==> config.mk <==
export PLATFORM = sky130hd
export DESIGN_NAME = ptik_cell
export DESIGN_NICKNAME = d
export VERILOG_FILES = /design/src/rtl/ptik_pkg.sv /design/src/rtl/ptik_cell.sv
export SDC_FILE = /design/constraint.sdc
export NUM_CORES = 1
export LEC_CHECK = 0
export ABC_AREA = 1
export BUFFER_PORTS_ARGS = -buffer_cell sky130_fd_sc_hd__buf_4
export CORE_MARGIN = 3
export CORE_UTILIZATION = 45
export DETAILED_ROUTE_END_ITERATION = 6
export PLACE_DENSITY = 0.7
export SLEW_MARGIN = 40
export SYNTH_ARGS = -nofsm -noshare
export SYNTH_HDL_FRONTEND = slang
export SYNTH_SLANG_ARGS = --single-unit
==> constraint.sdc <==
create_clock -name clk -period 5.25 [get_ports clk]
set_input_delay 0.7875 -clock clk [delete_from_list [all_inputs] [get_ports clk]]
set_output_delay 0.7875 -clock clk [all_outputs]
set_load 0.01 [all_outputs]
==> src/rtl/ptik_pkg.sv <==
`default_nettype none
package ptik_pkg;

    localparam int SLOTS_DEF       = 256;
    localparam int STAMP_WIDTH_DEF = 32;
    localparam int ID_W            = 8;
    localparam int LEVEL_W         = 7;
    localparam logic [LEVEL_W-1:0] LEVEL_MAX = 7'd100;

    typedef enum logic [1:0] {
        OP_INSERT   = 2'd0,
        OP_INCREASE = 2'd1,
        OP_REMOVE   = 2'd2,
        OP_QUERY    = 2'd3
    } op_t;

    typedef enum logic [1:0] {
        ST_IDLE,
        ST_SCAN,
        ST_SEND
    } state_t;

    typedef struct packed {
        logic               en;
        op_t                op;
        logic [ID_W-1:0]    id;
        logic [LEVEL_W-1:0] amount;
    } cmd_t;

endpackage
`default_nettype wire

==> src/rtl/ptik_cell.sv <==
`default_nettype none
module ptik_cell #(
    parameter int INDEX       = 0,
    parameter int STAMP_WIDTH = ptik_pkg::STAMP_WIDTH_DEF
) (
    input  wire logic                              clk,
    input  wire logic                              rst_n,
    input  wire ptik_pkg::cmd_t                    cmd,
    input  wire logic [STAMP_WIDTH-1:0]            new_stamp,
    input  wire logic                              found_in,
    input  wire logic [ptik_pkg::LEVEL_W-1:0]      level_in,
    input  wire logic [STAMP_WIDTH-1:0]            stamp_in,
    input  wire logic [ptik_pkg::ID_W-1:0]         id_in,
    output logic                                   found_out,
    output logic [ptik_pkg::LEVEL_W-1:0]           level_out,
    output logic [STAMP_WIDTH-1:0]                 stamp_out,
    output logic [ptik_pkg::ID_W-1:0]              id_out
);
    import ptik_pkg::*;

    logic               valid_reg, valid_next;
    logic [LEVEL_W-1:0] level_reg, level_next;
    logic [STAMP_WIDTH-1:0] stamp_reg, stamp_next;
    logic               found_reg;
    logic [LEVEL_W-1:0] blevel_reg;
    logic [STAMP_WIDTH-1:0] bstamp_reg;
    logic [ID_W-1:0]    bid_reg;
    logic               hit, better;
    logic [LEVEL_W:0]   sum;

    assign hit = cmd.en && (INDEX < 256) && (cmd.id == ID_W'(INDEX));
    assign sum = {1'b0, level_reg} + {1'b0, cmd.amount};

    always_comb
    begin
        valid_next = valid_reg;
        level_next = level_reg;
        stamp_next = stamp_reg;
        if (hit)
        begin
            case (cmd.op)
                OP_INSERT:
                begin
                    valid_next = 1'b1;
                    level_next = (cmd.amount > LEVEL_MAX) ? LEVEL_MAX : cmd.amount;
                    stamp_next = new_stamp;
                end
                OP_INCREASE:
                begin
                    if (valid_reg)
                        level_next = (sum > {1'b0, LEVEL_MAX}) ? LEVEL_MAX
                                                               : sum[LEVEL_W-1:0];
                end
                OP_REMOVE: valid_next = 1'b0;
                default: ;
            endcase
        end
    end

    // Keep the incoming best unless this entry is strictly better.
    assign better = valid_reg && (!found_in || (level_reg > level_in) ||
                    ((level_reg == level_in) && (stamp_reg < stamp_in)));

    always_ff @(posedge clk or negedge rst_n)
    begin
        if (!rst_n)
        begin
            valid_reg <= 1'b0;
            found_reg <= 1'b0;
        end
        else
        begin
            valid_reg <= valid_next;
            found_reg <= found_in || valid_reg;
        end
    end

    always_ff @(posedge clk)
    begin
        level_reg <= level_next;
        stamp_reg <= stamp_next;
        if (better)
        begin
            blevel_reg <= level_reg;
            bstamp_reg <= stamp_reg;
            bid_reg    <= ID_W'(INDEX);
        end
        else
        begin
            blevel_reg <= level_in;
            bstamp_reg <= stamp_in;
            bid_reg    <= id_in;
        end
    end

    assign found_out = found_reg;
    assign level_out = blevel_reg;
    assign stamp_out = bstamp_reg;
    assign id_out    = bid_reg;

endmodule
`default_nettype wire

==> impl_results.md <==
- Status: completed
- Post-synthesis simple-gate area fraction: 0.207
- GPL Wtd Cong: around 0.85
- Post-Syn Nets: 625
- DR DRC count: 0
- Vias/cell: 4.74
- 1st-iter DRT viols: 84
- Worst Tran Pin Value: between 0.5 and 0.6 ns
- Largest cells by area after synthesis: edfxtp_1 (27%), dfxtp_1 (22%), ha_1 (13%)
- Commonest non-fill, non-tap cell in the layout: buf_4
- Crit path kind: input port to register
- CTS sink count: 88
- Largest family of logic cells by synthesized area: simple AND/OR/NAND/NOR gates
- Setup_tns: 0 ns
- Post-Place Worst Slack: around 1.9 ns
- Synth Instances: approximately 480
- Setup slack, reg-to-reg: ~2.6 ns
- Synth Area in Compound Gates: 0.0660
- Antenna violations before repair: 0
- PostCTS Resize Cnt: 0
- Max Buffers Root-to-Sink: 2
- Die Ht: just over 100 microns
- Critical path arrival: ~3.0 ns
- Synth unique cells: 32
- Max-Cap Viols: 0
- Peak Freq: around 0.37 GHz
- Share of the synthesized area in the top cell type: 0.272
- 1st-pass router iterations: 4
- Final cell count without fillers: about 760
- Most used DFF post-synth: dfxtp_1
- Average size of a mapped cell: 8.98 sq um
- Final worst path period share: 0.518
- Share of layout cells above drive strength 1: 0.277
- Ys async rst share: 0.0227
- CTS hold repair buffers: 0
- Core Area: approximately 0.0093 sq mm
- Placed insts: ~740
- ANT cells: 0
- GRT Util Overall: 0.185
- Most frequent cells in the layout: buf_4 (147), nand2_1 (135), inv_1 (63)
- H-tree Lvls: 3
- Die W: about 100 microns
- Initial Util: 0.463
- Pin count of the biggest net entering global routing: 52
- Cell taking the most area after synthesis: edfxtp_1
- Final instance area: between 0.005 and 0.006 sq mm
- Detailed-route wire length per cell: ~13 microns
- Clk Latency, worst-skew pair: around 0.35 ns
- Global-route wire length before repair: 16300 microns
- RSZ-0062 raised after global routing: no
- Fraction of the mapped netlist area in adder cells: 0.136
- Post-Synth XOR/XNOR Area: 0.0102
- Final ANT Viol Nets: 0
- Clock Skew: ~0.018 ns
- EDFF count, synth: 39
- CP required: about 5.5 ns
- Synth warnings: 0
- Crit path capture type: register
- Final min period: 2.72 ns
- Die Area: approximately 0.011 sq mm
- Final setup fails: 0
- Port Buf Inserts: ~150
- Final slew viol count: 0
- Fin. Hold Viols: 0
- Launch point of the worst path: level_in[4]
- Layout Utilization: 0.615
- Hpwl dp: around 7700 microns
- Tot Pwr: ~1.4 mW
- Leak: around 2.9 nW
- Power density over cell area: 248 mW/mm^2
- Mapped cell area: approximately 0.0043 sq mm
- Mux share of post-synthesis cell area: 0
- Vias in the first global route: 3608
- Worst hold margin: between 0.2 and 0.25 ns
- Register area share after synthesis: 0.503
- CP Launch Type: input port
- Row cnt: 35
- GR Overflow Total: 0
- Reg clk slew, reported paths: ~0.080 ns
- I/O pin cnt: between 100 and 150
- HP Class: input port to async pin
- Root buf cell: clkbuf_8
- Synth Register Bits: between 80 and 90
- Worst Slack Setup Final: 2.53 ns
- Peak VDD IR: 0.000132 V
- Num CTS Buffers: 9
- Post-DP Area: approximately 0.0055 sq mm
- CP Max Fanout: 48
- CTS tree: yes
- Postcts setup bufs: 0
- Total number of vias: approximately 3600
- Reg2Reg Launch Point: level_reg[4]$_DFFE_PP_
- Layout area overhead: 32.8%
- Post-Route WL: ~9800 microns
- Nets@finish: about 770
- Relative slew slack: 0.599
## logic make-up after synthesis
family / count (synthesis)
adders and majority gates: 46
DFF: 88
xor gates and xnor gates: 5
buffers and inverters: 78
and+or+nand+nor: 212
AOI/OAI and AO/OA: 50
## path summary, 6_finish.rpt
check | endpoint | depth (start not counted)
worst min-delay path | found_out$_DFF_PN0_ | 1
worst max register to register | stamp_out[10]$_DFF_P_ | 12
worst max-delay path | stamp_out[10]$_DFF_P_ | 14
worst min register to register | stamp_out[30]$_DFF_P_ | 2
max in group asynchronous | valid_reg$_DFFE_PN0P_ | 1
min in group clk | stamp_out[30]$_DFF_P_ | 2
## layout make-up
type	count	area (sq um)
repair buffers	148	1120
inverters	63	236
well taps	129	161
multi-input cells	313	1820
fillers	831	3570
clock inverters	5	62.6
flip-flops and latches	88	2170
clock buffers	11	141
## critical path: stages
cell and delay (ns):
buf_4 0.08, inv_1 0.03, ha_1 0.29, nand4_1 0.10, inv_1 0.09, nand2_1 0.05
nor2_1 0.20, nand2_1 0.08, nor2_1 0.08, nand2_1 0.09, nand2_4 0.41, nand2_4 0.41
nand2_1 0.17, nand2_1 0.07
## routing by layer
layer  global-route usage  share of wire  routed length (microns)  up-vias
met4               0.0674          0.014                      133        0
met5                    0              0                        0        -
met2                0.327           0.50                     4890      105
met1                0.215           0.42                     4110     1616
met3               0.0523          0.069                      678       11
li1                     -              -                        -     1855
## cell usage after synthesis (2+ instances only)
master / number
nand2_1: 135
inv_1: 63
dfxtp_1: 47
nand3_1: 47
ha_1: 45
edfxtp_1: 39
a21oi_1: 22
nor2_1: 17
o21ai_0: 14
a21boi_0: 8
buf_6: 5
clkbuf_1: 5
xnor2_1: 4
buf_2: 3
or2_2: 3
a21oi_2: 2
dfrtp_1: 2
nand2_2: 2
nand4_1: 2
nor3_1: 2
## where the power goes
| group | switching, mW | total [mW] | internal [mW] |
|---|---|---|---|
| sequential | 0.00897 | 0.743 | 0.734 |
| combinational | 0.0912 | 0.197 | 0.106 |
| clock | 0.237 | 0.474 | 0.237 |
Power figures use the tool's default switching activity.
